[src/hw/rtl/ssd_pkg.sv]
// Shared types, constants and pattern lookups for the seven-segment serial driver.
// No dependencies; imported by ssd_front, ssd_fifo, ssd_back and the top level.
package ssd_pkg;

    localparam int BITS_PER_BYTE  = 8;
    localparam int DIGIT_COUNT    = 4;
    localparam int MODE_W         = 2;
    localparam int POS_W          = 2;
    localparam int VALUE_W        = 14;
    localparam int CHAR_W         = 8;
    localparam int FRAME_W        = 2 * BITS_PER_BYTE;
    localparam int BCD_W          = 4 * DIGIT_COUNT;
    localparam int STEP_W         = $clog2(VALUE_W);
    localparam int BIT_CNT_W      = $clog2(FRAME_W);
    localparam int FIFO_DEPTH_DEF = 4;

    localparam logic [VALUE_W-1:0]       MAX_NUMBER    = VALUE_W'(9999);
    localparam logic [VALUE_W-1:0]       MAX_DIGIT     = VALUE_W'(9);
    localparam logic [BITS_PER_BYTE-1:0] BLANK_PATTERN = 8'hFF;

    typedef enum logic [MODE_W-1:0] {
        MODE_DIGIT  = 2'd0,
        MODE_CHAR   = 2'd1,
        MODE_BLANK  = 2'd2,
        MODE_NUMBER = 2'd3
    } t_mode;

    // one queued frame: segment pattern, display position, last frame of item
    typedef struct packed {
        logic [BITS_PER_BYTE-1:0] pattern;
        logic [POS_W-1:0]         position;
        logic                     last;
    } t_frame;

    // active-low segment patterns for decimal digits
    function automatic logic [BITS_PER_BYTE-1:0] f_digit_pattern(input logic [3:0] d);
        logic [BITS_PER_BYTE-1:0] p;
        case (d)
            4'd0:    p = 8'hC0;
            4'd1:    p = 8'hF9;
            4'd2:    p = 8'hA4;
            4'd3:    p = 8'hB0;
            4'd4:    p = 8'h99;
            4'd5:    p = 8'h92;
            4'd6:    p = 8'h82;
            4'd7:    p = 8'hF8;
            4'd8:    p = 8'h80;
            4'd9:    p = 8'h90;
            default: p = BLANK_PATTERN;
        endcase
        return p;
    endfunction

    // active-low segment patterns for letters A..Z
    function automatic logic [BITS_PER_BYTE-1:0] f_letter_pattern(input logic [4:0] idx);
        logic [BITS_PER_BYTE-1:0] p;
        case (idx)
            5'd0:    p = 8'h88;
            5'd1:    p = 8'h83;
            5'd2:    p = 8'hC6;
            5'd3:    p = 8'hA1;
            5'd4:    p = 8'h86;
            5'd5:    p = 8'h8E;
            5'd6:    p = 8'hC2;
            5'd7:    p = 8'h89;
            5'd8:    p = 8'hCF;
            5'd9:    p = 8'hE1;
            5'd10:   p = 8'h8A;
            5'd11:   p = 8'hC7;
            5'd12:   p = 8'hEA;
            5'd13:   p = 8'hC8;
            5'd14:   p = 8'hC0;
            5'd15:   p = 8'h8C;
            5'd16:   p = 8'h4A;
            5'd17:   p = 8'hCC;
            5'd18:   p = 8'h92;
            5'd19:   p = 8'h87;
            5'd20:   p = 8'hC1;
            5'd21:   p = 8'hC1;
            5'd22:   p = 8'hD5;
            5'd23:   p = 8'h89;
            5'd24:   p = 8'h91;
            5'd25:   p = 8'hA4;
            default: p = BLANK_PATTERN;
        endcase
        return p;
    endfunction

    // ASCII to pattern; both letter cases share bits [4:0], anything else blanks
    function automatic logic [BITS_PER_BYTE-1:0] f_char_pattern(input logic [CHAR_W-1:0] c);
        logic [4:0]               idx;
        logic [BITS_PER_BYTE-1:0] p;
        idx = c[4:0] - 5'd1;
        if (c[7:6] == 2'b01 && c[4:0] != 5'd0 && c[4:0] <= 5'd26) begin
            p = f_letter_pattern(idx);
        end else begin
            p = BLANK_PATTERN;
        end
        return p;
    endfunction

    // digit-select byte: high nibble set, one-hot low nibble per position
    function automatic logic [BITS_PER_BYTE-1:0] f_select(input logic [POS_W-1:0] pos);
        return 8'hF0 | (8'd1 << pos);
    endfunction

endpackage

[src/hw/rtl/ssd_front.sv]
// Front end: accepts input beats, classifies the mode and queues frames.
// Number mode converts to BCD one bit per cycle (shift-add-3). Uses ssd_pkg.
module ssd_front (
    input  logic                          i_clk,
    input  logic                          i_rst_n,
    input  logic                          i_valid,
    output logic                          o_ready,
    input  logic [ssd_pkg::MODE_W-1:0]    i_mode,
    input  logic [ssd_pkg::POS_W-1:0]     i_position,
    input  logic [ssd_pkg::VALUE_W-1:0]   i_value,
    input  logic [ssd_pkg::CHAR_W-1:0]    i_character,
    output logic                          o_push,
    output ssd_pkg::t_frame               o_frame,
    input  logic                          i_full
);
    import ssd_pkg::*;

    typedef enum logic [1:0] {S_IDLE, S_CONV, S_EMIT} t_state;

    t_state                  r_state;
    logic [STEP_W-1:0]       r_step;
    logic [VALUE_W-1:0]      r_bin;
    logic [BCD_W-1:0]        r_bcd;
    logic [POS_W-1:0]        r_idx;

    logic                     w_accept;
    logic                     w_single_ok;
    logic                     w_number_ok;
    logic [BITS_PER_BYTE-1:0] w_single_pat;
    logic [BCD_W-1:0]         w_adj;

    assign o_ready  = (r_state == S_IDLE) && !i_full;
    assign w_accept = i_valid && o_ready;

    // classify a single-frame beat
    always_comb begin
        w_single_ok  = 1'b0;
        w_single_pat = BLANK_PATTERN;
        w_number_ok  = 1'b0;
        case (t_mode'(i_mode))
            MODE_DIGIT: begin
                w_single_ok  = (i_value <= MAX_DIGIT);
                w_single_pat = f_digit_pattern(i_value[3:0]);
            end
            MODE_CHAR: begin
                w_single_ok  = 1'b1;
                w_single_pat = f_char_pattern(i_character);
            end
            MODE_BLANK: begin
                w_single_ok  = 1'b1;
                w_single_pat = BLANK_PATTERN;
            end
            MODE_NUMBER: begin
                w_number_ok  = (i_value <= MAX_NUMBER);
            end
            default: begin
                w_single_ok  = 1'b0;
            end
        endcase
    end

    // add-3 correction on every BCD digit of five or more
    always_comb begin
        for (int d = 0; d < DIGIT_COUNT; d++) begin
            w_adj[4*d +: 4] = (r_bcd[4*d +: 4] >= 4'd5) ? r_bcd[4*d +: 4] + 4'd3
                                                        : r_bcd[4*d +: 4];
        end
    end

    // queue write: one frame per beat, or four digit frames for a number
    always_comb begin
        if (r_state == S_EMIT) begin
            o_push           = !i_full;
            o_frame.pattern  = f_digit_pattern(r_bcd[BCD_W-1 -: 4]);
            o_frame.position = r_idx;
            o_frame.last     = (r_idx == POS_W'(DIGIT_COUNT - 1));
        end else begin
            o_push           = (r_state == S_IDLE) && w_accept && w_single_ok;
            o_frame.pattern  = w_single_pat;
            o_frame.position = i_position;
            o_frame.last     = 1'b1;
        end
    end

    // sequencer: idle, binary-to-BCD steps, digit frame emission
    always_ff @(posedge i_clk) begin
        if (!i_rst_n) begin
            r_state <= S_IDLE;
            r_step  <= '0;
            r_idx   <= '0;
        end else begin
            case (r_state)
                S_IDLE: begin
                    if (w_accept && w_number_ok) begin
                        r_bin   <= i_value;
                        r_bcd   <= '0;
                        r_step  <= STEP_W'(VALUE_W - 1);
                        r_state <= S_CONV;
                    end
                end
                S_CONV: begin
                    r_bcd <= {w_adj[BCD_W-2:0], r_bin[VALUE_W-1]};
                    r_bin <= {r_bin[VALUE_W-2:0], 1'b0};
                    if (r_step == '0) begin
                        r_idx   <= '0;
                        r_state <= S_EMIT;
                    end else begin
                        r_step  <= r_step - 1'b1;
                    end
                end
                S_EMIT: begin
                    if (!i_full) begin
                        r_bcd <= {r_bcd[BCD_W-5:0], 4'd0};
                        r_idx <= r_idx + 1'b1;
                        if (r_idx == POS_W'(DIGIT_COUNT - 1)) begin
                            r_state <= S_IDLE;
                        end
                    end
                end
                default: begin
                    r_state <= S_IDLE;
                end
            endcase
        end
    end

    // an accepted in-range number always starts a conversion
    a_number_starts: assert property (@(posedge i_clk) disable iff (!i_rst_n)
        (w_accept && t_mode'(i_mode) == MODE_NUMBER && i_value <= MAX_NUMBER)
        |=> (r_state == S_CONV))
        else $error("number beat did not start conversion");

    // nothing is queued while converting
    a_conv_quiet: assert property (@(posedge i_clk) disable iff (!i_rst_n)
        (r_state == S_CONV) |-> !o_push)
        else $error("frame queued during conversion");

endmodule

[src/hw/rtl/ssd_fifo.sv]
// Short frame queue between front and back ends.
// Register array with read and write pointers. Uses ssd_pkg for the frame type.
module ssd_fifo #(
    parameter int DEPTH = ssd_pkg::FIFO_DEPTH_DEF
) (
    input  logic            i_clk,
    input  logic            i_rst_n,
    input  logic            i_push,
    input  ssd_pkg::t_frame i_frame,
    output logic            o_full,
    input  logic            i_pop,
    output ssd_pkg::t_frame o_frame,
    output logic            o_empty
);
    import ssd_pkg::*;

    localparam int PTR_W = $clog2(DEPTH);
    localparam int CNT_W = $clog2(DEPTH + 1);

    t_frame             r_mem [DEPTH];
    logic [PTR_W-1:0]   r_wr_ptr;
    logic [PTR_W-1:0]   r_rd_ptr;
    logic [CNT_W-1:0]   r_count;

    assign o_full  = (r_count == CNT_W'(DEPTH));
    assign o_empty = (r_count == '0);
    assign o_frame = r_mem[r_rd_ptr];

    // storage
    always_ff @(posedge i_clk) begin
        if (i_push) begin
            r_mem[r_wr_ptr] <= i_frame;
        end
    end

    // pointers and fill count
    always_ff @(posedge i_clk) begin
        if (!i_rst_n) begin
            r_wr_ptr <= '0;
            r_rd_ptr <= '0;
            r_count  <= '0;
        end else begin
            if (i_push) begin
                r_wr_ptr <= (r_wr_ptr == PTR_W'(DEPTH - 1)) ? '0 : r_wr_ptr + 1'b1;
            end
            if (i_pop) begin
                r_rd_ptr <= (r_rd_ptr == PTR_W'(DEPTH - 1)) ? '0 : r_rd_ptr + 1'b1;
            end
            if (i_push && !i_pop) begin
                r_count <= r_count + 1'b1;
            end else if (i_pop && !i_push) begin
                r_count <= r_count - 1'b1;
            end
        end
    end

    a_no_overflow: assert property (@(posedge i_clk) disable iff (!i_rst_n)
        i_push |-> (!o_full || i_pop))
        else $error("queue overflow");

    a_no_underflow: assert property (@(posedge i_clk) disable iff (!i_rst_n)
        i_pop |-> !o_empty)
        else $error("queue underflow");

endmodule

[src/hw/rtl/ssd_back.sv]
// Back end: serializes queued frames MSB first, one bit per output beat.
// The shift register doubles as the output register. Uses ssd_pkg.
module ssd_back (
    input  logic            i_clk,
    input  logic            i_rst_n,
    input  logic            i_empty,
    input  ssd_pkg::t_frame i_frame,
    output logic            o_pop,
    output logic            o_valid,
    input  logic            i_ready,
    output logic            o_data_bit,
    output logic            o_frame_end,
    output logic            o_last_of_run
);
    import ssd_pkg::*;

    logic                   r_busy;
    logic [FRAME_W-1:0]     r_shift;
    logic [BIT_CNT_W-1:0]   r_cnt;
    logic                   r_last;

    logic                   w_done;
    logic                   w_free;

    assign o_valid       = r_busy;
    assign o_data_bit    = r_shift[FRAME_W-1];
    assign o_frame_end   = (r_cnt == BIT_CNT_W'(FRAME_W - 1));
    assign o_last_of_run = o_frame_end && r_last;

    // load the next frame as the last bit of the current one leaves
    assign w_done = r_busy && i_ready && o_frame_end;
    assign w_free = !r_busy || w_done;
    assign o_pop  = w_free && !i_empty;

    always_ff @(posedge i_clk) begin
        if (!i_rst_n) begin
            r_busy <= 1'b0;
            r_cnt  <= '0;
        end else if (o_pop) begin
            r_busy  <= 1'b1;
            r_cnt   <= '0;
            r_shift <= {i_frame.pattern, f_select(i_frame.position)};
            r_last  <= i_frame.last;
        end else if (w_done) begin
            r_busy  <= 1'b0;
            r_cnt   <= '0;
        end else if (r_busy && i_ready) begin
            r_shift <= {r_shift[FRAME_W-2:0], 1'b0};
            r_cnt   <= r_cnt + 1'b1;
        end
    end

    // run end only ever falls on a frame end
    a_run_on_frame: assert property (@(posedge i_clk) disable iff (!i_rst_n)
        o_valid && o_last_of_run |-> o_frame_end)
        else $error("run end off frame boundary");

    // queued frames follow without a gap
    a_no_bubble: assert property (@(posedge i_clk) disable iff (!i_rst_n)
        (o_valid && i_ready && o_frame_end && !i_empty) |=> o_valid && (r_cnt == '0))
        else $error("bubble between queued frames");

endmodule

[src/hw/rtl/seven_segment_serial_driver.sv]
// Four-digit seven-segment serial driver, top level. Uses ssd_pkg, ssd_front, ssd_fifo, ssd_back.
// A single-frame item is one 16-bit frame, a number four. The serial output moves one bit a
// cycle while i_ready is high, and the front end's 14-step BCD conversion overlaps the previous
// item's bits. Frames pass through the queue into the back end's shift register.
// Reset: synchronous, active low; clears the sequencer, the queue pointers and the output valid.
module seven_segment_serial_driver #(
    parameter int FIFO_DEPTH = ssd_pkg::FIFO_DEPTH_DEF
) (
    input  logic                          i_clk,
    input  logic                          i_rst_n,
    input  logic                          i_valid,
    output logic                          o_ready,
    input  logic [ssd_pkg::MODE_W-1:0]    i_mode,
    input  logic [ssd_pkg::POS_W-1:0]     i_position,
    input  logic [ssd_pkg::VALUE_W-1:0]   i_value,
    input  logic [ssd_pkg::CHAR_W-1:0]    i_character,
    output logic                          o_valid,
    input  logic                          i_ready,
    output logic                          o_data_bit,
    output logic                          o_frame_end,
    output logic                          o_last_of_run
);
    import ssd_pkg::*;

    logic   w_push;
    logic   w_full;
    logic   w_pop;
    logic   w_empty;
    t_frame w_wr_frame;
    t_frame w_rd_frame;

    ssd_front u_front (
        .i_clk       (i_clk),
        .i_rst_n     (i_rst_n),
        .i_valid     (i_valid),
        .o_ready     (o_ready),
        .i_mode      (i_mode),
        .i_position  (i_position),
        .i_value     (i_value),
        .i_character (i_character),
        .o_push      (w_push),
        .o_frame     (w_wr_frame),
        .i_full      (w_full)
    );

    ssd_fifo #(
        .DEPTH (FIFO_DEPTH)
    ) u_fifo (
        .i_clk   (i_clk),
        .i_rst_n (i_rst_n),
        .i_push  (w_push),
        .i_frame (w_wr_frame),
        .o_full  (w_full),
        .i_pop   (w_pop),
        .o_frame (w_rd_frame),
        .o_empty (w_empty)
    );

    ssd_back u_back (
        .i_clk         (i_clk),
        .i_rst_n       (i_rst_n),
        .i_empty       (w_empty),
        .i_frame       (w_rd_frame),
        .o_pop         (w_pop),
        .o_valid       (o_valid),
        .i_ready       (i_ready),
        .o_data_bit    (o_data_bit),
        .o_frame_end   (o_frame_end),
        .o_last_of_run (o_last_of_run)
    );

endmodule

[config.mk]
export PLATFORM = sky130hd
export DESIGN_NAME = seven_segment_serial_driver
export DESIGN_NICKNAME = d
export VERILOG_FILES = /design/src/hw/rtl/ssd_pkg.sv /design/src/hw/rtl/ssd_front.sv /design/src/hw/rtl/ssd_fifo.sv /design/src/hw/rtl/ssd_back.sv /design/src/hw/rtl/seven_segment_serial_driver.sv
export SDC_FILE = /design/constraint.sdc
export NUM_CORES = 1
export LEC_CHECK = 0
export BUFFER_PORTS_ARGS = -buffer_cell sky130_fd_sc_hd__buf_2
export CAP_MARGIN = 0
export CORE_MARGIN = 10
export CORE_UTILIZATION = 55
export CTS_CLUSTER_DIAMETER = 40
export DETAILED_ROUTE_END_ITERATION = 6
export PLACE_DENSITY = 0.7
export RECOVER_POWER = 50
export REMOVE_ABC_BUFFERS = 1
export SYNTH_ARGS = -nofsm -noshare
export SYNTH_HDL_FRONTEND = slang
export SYNTH_HIERARCHICAL = 1
export SYNTH_SLANG_ARGS = --single-unit
[constraint.sdc]
create_clock -name i_clk -period 5.9 [get_ports i_clk]
set_input_delay 1.475 -clock i_clk [delete_from_list [all_inputs] [get_ports i_clk]]
set_output_delay 1.475 -clock i_clk [all_outputs]
set_load 0.01 [all_outputs]
* Word level (Yosys, flattened, before mapping)
Memory sizes are Yosys's and may differ from the RTL's. A register that Yosys moved wholly into a read port is not among the register bits.
Index checks and enable logic that the tools add are counted.
Widths: inputs -> output; s select.
** Storage, ports and cells
- Flip-flop bits (word level) :: 67
- Memory bits (writable) :: 44
- ROM bits :: 480
- Input bits :: 30
- Output and inout port bits :: 5
- Logic and storage cells :: 134
- Memories :: 4
** Memories
- (no name shown) :: depth 32, width 8, rd ports 1, clocked after Yosys merged registers in 0, wr ports 0, line ssd_pkg.sv:57 : case (idx)
- (no name shown) :: depth 16, width 7, rd ports 1, clocked after Yosys merged registers in 1, wr ports 0, line ssd_pkg.sv:38 : case (d)
- (no name shown) :: depth 16, width 7, rd ports 1, clocked after Yosys merged registers in 0, wr ports 0, line ssd_pkg.sv:38
- u_fifo.r_mem :: depth 4, width 11, rd ports 1, clocked after Yosys merged registers in 1, wr ports 1, line ssd_fifo.sv:20 : t_frame r_mem [DEPTH];
** Cells by class
- Add/subtract/negate cells :: 12
- Magnitude comparators :: 7
- Equal/unequal tests :: 17
- Shift operators :: 1
- Multiplexer cells :: 40
- Bitwise operators :: 1
- Reduce and logical (&&, ||, !) cells :: 39
** Operators by type and width (count)
- $mux 16 :: 5
- $pmux 16 s3 :: 1
- $pmux 14 s2 :: 1
- $mux 4 :: 6
- $mux 2 :: 10
- $ge 4x3->1 const B :: 4
- $pmux 8 s2 :: 1
- $le 14x14->1 const B :: 1
- $le 14x4->1 const B :: 1
- $mux 14 :: 1
- $logic_and 1x1->1 :: 13
- $add 4x2->4 const B :: 3
- $eq 2x2->1 const B :: 6
- $reduce_and 3->1 :: 4
- $mux 11 :: 1
- $ne 2x2->1 const B :: 5
- $reduce_bool 2->1 :: 5
- $mux 3 :: 3
- $mux 8 :: 1
- $pmux 4 s2 :: 1
- $reduce_and 4->1 :: 2
- $add 2x1->2 const B :: 3
- $eq 2x1->1 const B :: 3
- $mux 1 :: 6
- 25 further kinds :: 30

* Longest topological paths before layout
- Word-level depth :: 11
- Gate-level depth with buffers :: 13
- Mapped depth without buffers :: 13

* Hierarchy
Netlist, hierarchy kept.
** By module, submodules not included
- ssd_front :: instances 1, cells each 393, area an instance 3648.5 um^2, seq. area each 1201.2 um^2
- ssd_fifo :: instances 1, cells each 101, area an instance 2047.0 um^2, seq. area each 1501.4 um^2
- ssd_back :: instances 1, cells each 70, area an instance 1027.2 um^2, seq. area each 610.6 um^2

* Worst setup path after synthesis
OpenSTA, ideal clock, no wires.
- Kind :: input -> register
- From :: input i_mode[1] (netlist name)
- To :: register u_fifo.r_count[2]
- Library setup time :: 0.070 ns
- Arrival :: 3.980 ns
- Required time :: 5.830 ns
- Slack :: 1.850 ns
- Cell stages on the path :: 12
- Path buffers :: 0
- Path through :: inv_1 -> ha_1 -> nor4b_1 -> a41oi_1 -> or4_1 -> o21ai_0 -> ha_1 -> inv_1 -> fa_1 -> xor2_1 -> or3_1 -> a21boi_1
** Between the ends
- Cells in the longest elaborated chain, start to end :: 8
- Elaborated cells on any way between the ends :: 12
- Classes of those cells :: eq/ne (2); mux (3); reduce/logical (7)
** RTL lines
- start: declaration :: line seven_segment_serial_driver.sv:13 : input logic [ssd_pkg::MODE_W-1:0] i_mode,
- $eq 2x2->1 or $eq 2x1->1 (tied branches) :: line ssd_front.sv:40 : case (t_mode'(i_mode))
- $reduce_or 2->1 (no source line)
- $pmux 1 s2 * :: line ssd_front.sv:40
- $logic_and 1x1->1 * :: line ssd_front.sv:78 : o_push = (r_state == S_IDLE) && w_accept && w_single_ok;
- $mux 1 * :: line ssd_front.sv:72 : if (r_state == S_EMIT) begin
- via w_push :: line seven_segment_serial_driver.sv:25 : logic w_push;
- $logic_not 1->1 :: line ssd_fifo.sv:51 : end else if (i_pop && !i_push) begin
- $logic_and 1x1->1 :: line ssd_fifo.sv:51
- $reduce_bool 2->1 (no source line)
- end signal: assignment :: line ssd_fifo.sv:50 : r_count <= r_count + 1'b1;
- end signal: assignment :: line ssd_fifo.sv:52 : r_count <= r_count - 1'b1;
- end: declaration :: line ssd_fifo.sv:23 : logic [CNT_W-1:0] r_count;
Mark *: on every way through the listed nets, which the timed path passes. The rest lies on a longest branch.
A chain may end at the register's enable or synchronous reset.

* Final worst setup path
- From :: input i_ready
- To :: register u_fifo.r_count[2]
** Between the ends
- Cells in the longest elaborated chain, start to end :: 7
- Elaborated cells on any way between the ends :: 9
- Classes of those cells :: mux (1); reduce/logical (8)
** RTL lines
- start: declaration :: line seven_segment_serial_driver.sv:18 : input logic i_ready,
- $logic_and 1x1->1 * (2 in a row) :: line ssd_back.sv:31 : assign w_done = r_busy && i_ready && o_frame_end;
- $logic_or 1x1->1 * :: line ssd_back.sv:32 : assign w_free = !r_busy || w_done;
- $logic_and 1x1->1 * :: line ssd_back.sv:33 : assign o_pop = w_free && !i_empty;
- via w_pop :: line seven_segment_serial_driver.sv:27 : logic w_pop;
- $logic_not 1->1 :: line ssd_fifo.sv:49 : if (i_push && !i_pop) begin
- $logic_and 1x1->1 :: line ssd_fifo.sv:49
- $mux 3 or $reduce_bool 2->1 (tied branches)
Marks and branches as above.

==> impl_table.tex <==
\begin{tabular}{lr}
\hline
Metric & Value \\
\hline
\multicolumn{2}{l}{\textbf{Run status}} \\
Result of the run & finished, violations left \\
Failing checks & max-capacitance violations, max-slew violations \\
\multicolumn{2}{l}{\textbf{Synthesis}} \\
Syn Area/Cell & 11.9 um\^{}2 \\
Share of synthesized area occupied by flip-flops and latches & 0.493 \\
Post-synth EDFFs & 91 \\
Synthesized netlist cell count & 564 \\
Count of cell types in the netlist & 77 \\
Synthesis warning total & 6 \\
FFs w/ async S/R, synth & 0 \\
Synth Flop Type & sky130\_fd\_sc\_hd\_\_edfxtp\_1 \\
Count of state elements after synthesis & 120 \\
Post-synth design cell area & 0.00672 mm\^{}2 \\
\multicolumn{2}{l}{\textbf{Pwr}} \\
Total power after layout & 3510 uW \\
Worst vdd rail ir drop & 0.000245 V \\
Combinational group share of total power & 0.340 \\
Fraction of power spent switching nets & 0.336 \\
Leakage Power & 0.00274 uW \\
Pwr per Cell Area & 470 mW/mm\^{}2 \\
Internal portion of total power & 2330 uW \\
Switching component of the power & 1180 uW \\
Relative contribution of the clock network to total power & 0.286 \\
Sequential cell fraction of total power & 0.374 \\
\multicolumn{2}{l}{\textbf{STA}} \\
Setup repair after global routing missed its margin & false \\
Worst Max-Slew Pin Slew & 2130 ps \\
Minimum clock period & 4400 ps \\
Highest attainable clock frequency & 227 MHz \\
\# setup viols final & 0 \\
Worst relative slew slack & -0.421 \\
Max-slew violation count & 26 \\
Worst path setup slack after routing & 1500 ps \\
Final period utilization & 0.746 \\
Worst clock skew & 9.32 ps \\
Final Hold Fails & 0 \\
Setup\_tns & 0 ps \\
Final-layout worst hold slack & 487 ps \\
\multicolumn{2}{l}{\textbf{Routing}} \\
Count of unresolved DRC violations after routing & 0 \\
Ratio of routed vias to standard cells & 5.80 \\
Routed wirelength normalized by instance count & 17.7 um \\
Post-route antenna net violation count & 0 \\
Final wirelength & 13.4 mm \\
Violation count after the first detailed-routing iteration & 329 \\
Vias after detailed routing & 4386 \\
First-pass iteration count of the detailed router & 5 \\
\multicolumn{2}{l}{\textbf{Setup path}} \\
Data arrival time at the worst-slack endpoint & 4750 ps \\
Worst path cell trace & clkbuf\_1 -> nand4\_2 -> a21oi\_1 -> inv\_1 -> ha\_1 -> inv\_1 -> fa\_1 -> xor2\_1 -> or3\_1 -> a21boi\_1 \\
Required time of the critical path & 6240 ps \\
CP dominant cell by count & sky130\_fd\_sc\_hd\_\_inv\_1 \\
Number of cell instances on the worst register-to-register path & 10 \\
Maximum net fanout on the critical path & 25 \\
Worst R2R Start & u\_back/r\_cnt[0] \\
Worst Setup End Kind & flop \\
Slowest Stage Delay on Critical Path & 1620 ps \\
Master of the slowest instance on the critical path & sky130\_fd\_sc\_hd\_\_a21oi\_1 \\
Setup slack of the worst register-to-register path & 2210 ps \\
CP Class & input port to flop \\
Crit path max-delay family & compound AO/OA/AOI/OAI gates \\
CP Buf/Inv Count & 3 \\
RR Endpoint & u\_fifo/r\_count[2] \\
Worst Setup Start Kind & input port \\
\multicolumn{2}{l}{\textbf{Floorplan}} \\
Floorplan die width & 131 um \\
Vertical die dimension & 131 um \\
\# IOs & 35 \\
Total die area & 0.0170 mm\^{}2 \\
Area of the core region & 0.0120 mm\^{}2 \\
Initial core utilization & 0.560 \\
Placement row count & 40 \\
\multicolumn{2}{l}{\textbf{Global route}} \\
All-Layer GR Usage & 0.165 \\
Number of global-route vias before repair & 4411 \\
Pin count of the biggest net entering global routing & 26 \\
First-pass GRT wire length & 22.0 mm \\
Antenna violations before repair & 0 \\
GRT Residual Overflow & 0 \\
\multicolumn{2}{l}{\textbf{Cells and area}} \\
Filler instances & 938 \\
Multi-input gate area & 0.00310 mm\^{}2 \\
Final-stage net count & 673 \\
Count of inserted antenna diode cells & 0 \\
Share of cells above drive strength 1 & 0.167 \\
Area used by sequential logic in the layout & 0.00331 mm\^{}2 \\
Synthesis-to-finish area growth & 11.2\% \\
End-of-flow core utilization & 0.622 \\
\multicolumn{2}{l}{\textbf{Clock tree}} \\
Clock latency of the later-clocked register in the worst-skew pair & 410 ps \\
Resized cells post-CTS & 0 \\
Number of CTS-inserted buffers & 17 \\
Buffer cell driving the clock tree root & sky130\_fd\_sc\_hd\_\_clkbuf\_16 \\
H-Tree Depth & 4 \\
Post-CTS Setup Repair Bufs & 0 \\
Buffers from clock root to sink, at most & 2 \\
Clock sink count & 120 \\
Clock transition at the registers of the reported paths & 60 ps \\
CTS hold repair buffers & 0 \\
CTS tree & done \\
\multicolumn{2}{l}{\textbf{Placed design}} \\
Gpl congestion & 0.880 \\
Count of buffers inserted at the top-level ports & 33 \\
Sum of net half-perimeters after detailed placement & 9.22 mm \\
Placement Setup Slack & 1200 ps \\
\multicolumn{2}{l}{\textbf{Hold path}} \\
End of the worst hold path & u\_front/r\_step[2] \\
Class of the tightest hold or removal check & flop to flop \\
Hold\_sp & u\_front/r\_step[2] \\
Number of instances on the worst hold path & 2 \\
\multicolumn{2}{l}{\textbf{Run}} \\
Number of max-cap violations & 1 \\
\hline
\end{tabular}
==> stage by stage <==
step                      std cells  area, um^2
after floorplan                 541        6590
after global placement          724        6970
final                           756        7470
after global routing            756        7470
after detailed placement        724        6970
after CTS                       756        7540
==> cell families (layout without fill, tap and decap cells) <==
logic type | after synthesis | in the layout | share of synthesized area
AND/OR/NAND/NOR | 151 | 151 | 0.125
AO/OA/AOI/OAI | 121 | 121 | 0.128
flip-flops | 120 | 120 | 0.493
buffers and inverters | 59 | 104 | 0.0393
multiplexers | 53 | 53 | 0.110
adder cells (fa/ha/maj) | 47 | 47 | 0.0886
XOR/XNOR | 13 | 13 | 0.0169
==> how the worst max path moves through the flow <==
stage	end	startpoint	cells after the start
final	u_fifo/r_count[2]	i_ready	10
after CTS	u_fifo/r_count[2]	i_value[0]	14
after floorplan	u_fifo/r_count[2]	i_mode[1]	12
after detailed placement	u_fifo/r_count[2]	i_value[0]	14
after global placement	u_fifo/r_count[2]	i_value[0]	14
after global routing	u_fifo/r_count[2]	i_ready	10
==> layout by cell type, fill, tap and decap left out, types with 10 or more instances in the layout <==
cell type / Yosys / final
sky130_fd_sc_hd__nand2_1: 24 / 24
sky130_fd_sc_hd__buf_2: 4 / 26
sky130_fd_sc_hd__dfxtp_1: 29 / 29
sky130_fd_sc_hd__nor3_1: 12 / 12
sky130_fd_sc_hd__nor2b_1: 21 / 21
sky130_fd_sc_hd__a21oi_1: 23 / 24
sky130_fd_sc_hd__inv_1: 35 / 35
sky130_fd_sc_hd__o21ai_0: 30 / 30
sky130_fd_sc_hd__edfxtp_1: 91 / 91
sky130_fd_sc_hd__nor2_1: 27 / 27
sky130_fd_sc_hd__clkbuf_1: 9 / 11
sky130_fd_sc_hd__ha_1: 46 / 46
sky130_fd_sc_hd__mux2i_1: 14 / 14
sky130_fd_sc_hd__clkbuf_16: 0 / 17
sky130_fd_sc_hd__mux4_2: 10 / 10
sky130_fd_sc_hd__mux2_2: 20 / 18
==> worst register-to-register path, stage by stage (launching register included) <==
cell and delay (ps):
sky130_fd_sc_hd__dfxtp_1 370, sky130_fd_sc_hd__ha_1 230, sky130_fd_sc_hd__nand4_2 120, sky130_fd_sc_hd__a21oi_1 1620
sky130_fd_sc_hd__inv_1 200, sky130_fd_sc_hd__ha_1 310, sky130_fd_sc_hd__inv_1 70, sky130_fd_sc_hd__fa_1 170
sky130_fd_sc_hd__xor2_1 90, sky130_fd_sc_hd__or3_1 310, sky130_fd_sc_hd__a21boi_1 130
==> metal layers <==
metal,GRT usage,wire length [um],vias up
li1,-,-,2177
met1,0.208,6080,2125
met2,0.267,6640,75
met3,0.0455,565,9
met4,0.0562,103,0
met5,0,0,-
==> cell type report <==
| cell class | instances | share of cell area |
|---|---|---|
| clock buffer | 18 | 0.0574 |
| tap | 147 | 0.0246 |
| timing repair buffer | 36 | 0.0224 |
| clock inverter | 14 | 0.0196 |
| multi-input combinational | 385 | 0.415 |
| inverter | 36 | 0.0181 |
| sequential | 120 | 0.443 |
==> synth_stat cells, drive strengths merged (5+ instances only) <==
cell type,instances,area (um^2)
and2,15,95.1
xnor2,7,61.3
a21oi,24,131
o211ai,5,42.5
mux4,11,252
clkbuf,9,33.8
nor2,28,108
buf,14,95.1
dfxtp,29,581
o21ai,30,150
ha,46,576
mux2i,14,140
xor2,6,52.6
mux2,28,345
nand2,24,90.1
or2,5,31.3
nand2b,8,50.1
a211oi,8,65.1
inv,35,131
a22oi,7,52.6
nor3,13,70.1
nor3b,9,72.6
nand3,9,45.0
nor2b,21,131
edfxtp,91,2730
==> state kept, by name (all words and copies together), names as in the netlist, named ones only <==
register,flops
u_front/r_step,4
u_front/r_bin,14
u_front/r_state,2
u_back/r_last,1
u_back/o_valid,1
u_front/r_idx,2
u_fifo/r_mem,44
u_fifo/r_count,3
u_fifo/r_rd_ptr,2
u_fifo/r_wr_ptr,2
u_front/r_bcd,16
u_back/r_cnt,4
u_back/r_shift,16
==> power groups by stage <==
stage / clock network, uW / registers [uW] / logic, uW
floorplan: 0 / 1290 / 948
global placement: 0 / 1320 / 1180
detailed placement: 0 / 1330 / 1220
CTS: 1020 / 1320 / 1230
global route: 1060 / 1340 / 1320
finish: 1000 / 1310 / 1190
Power figures use the tool's default switching activity.
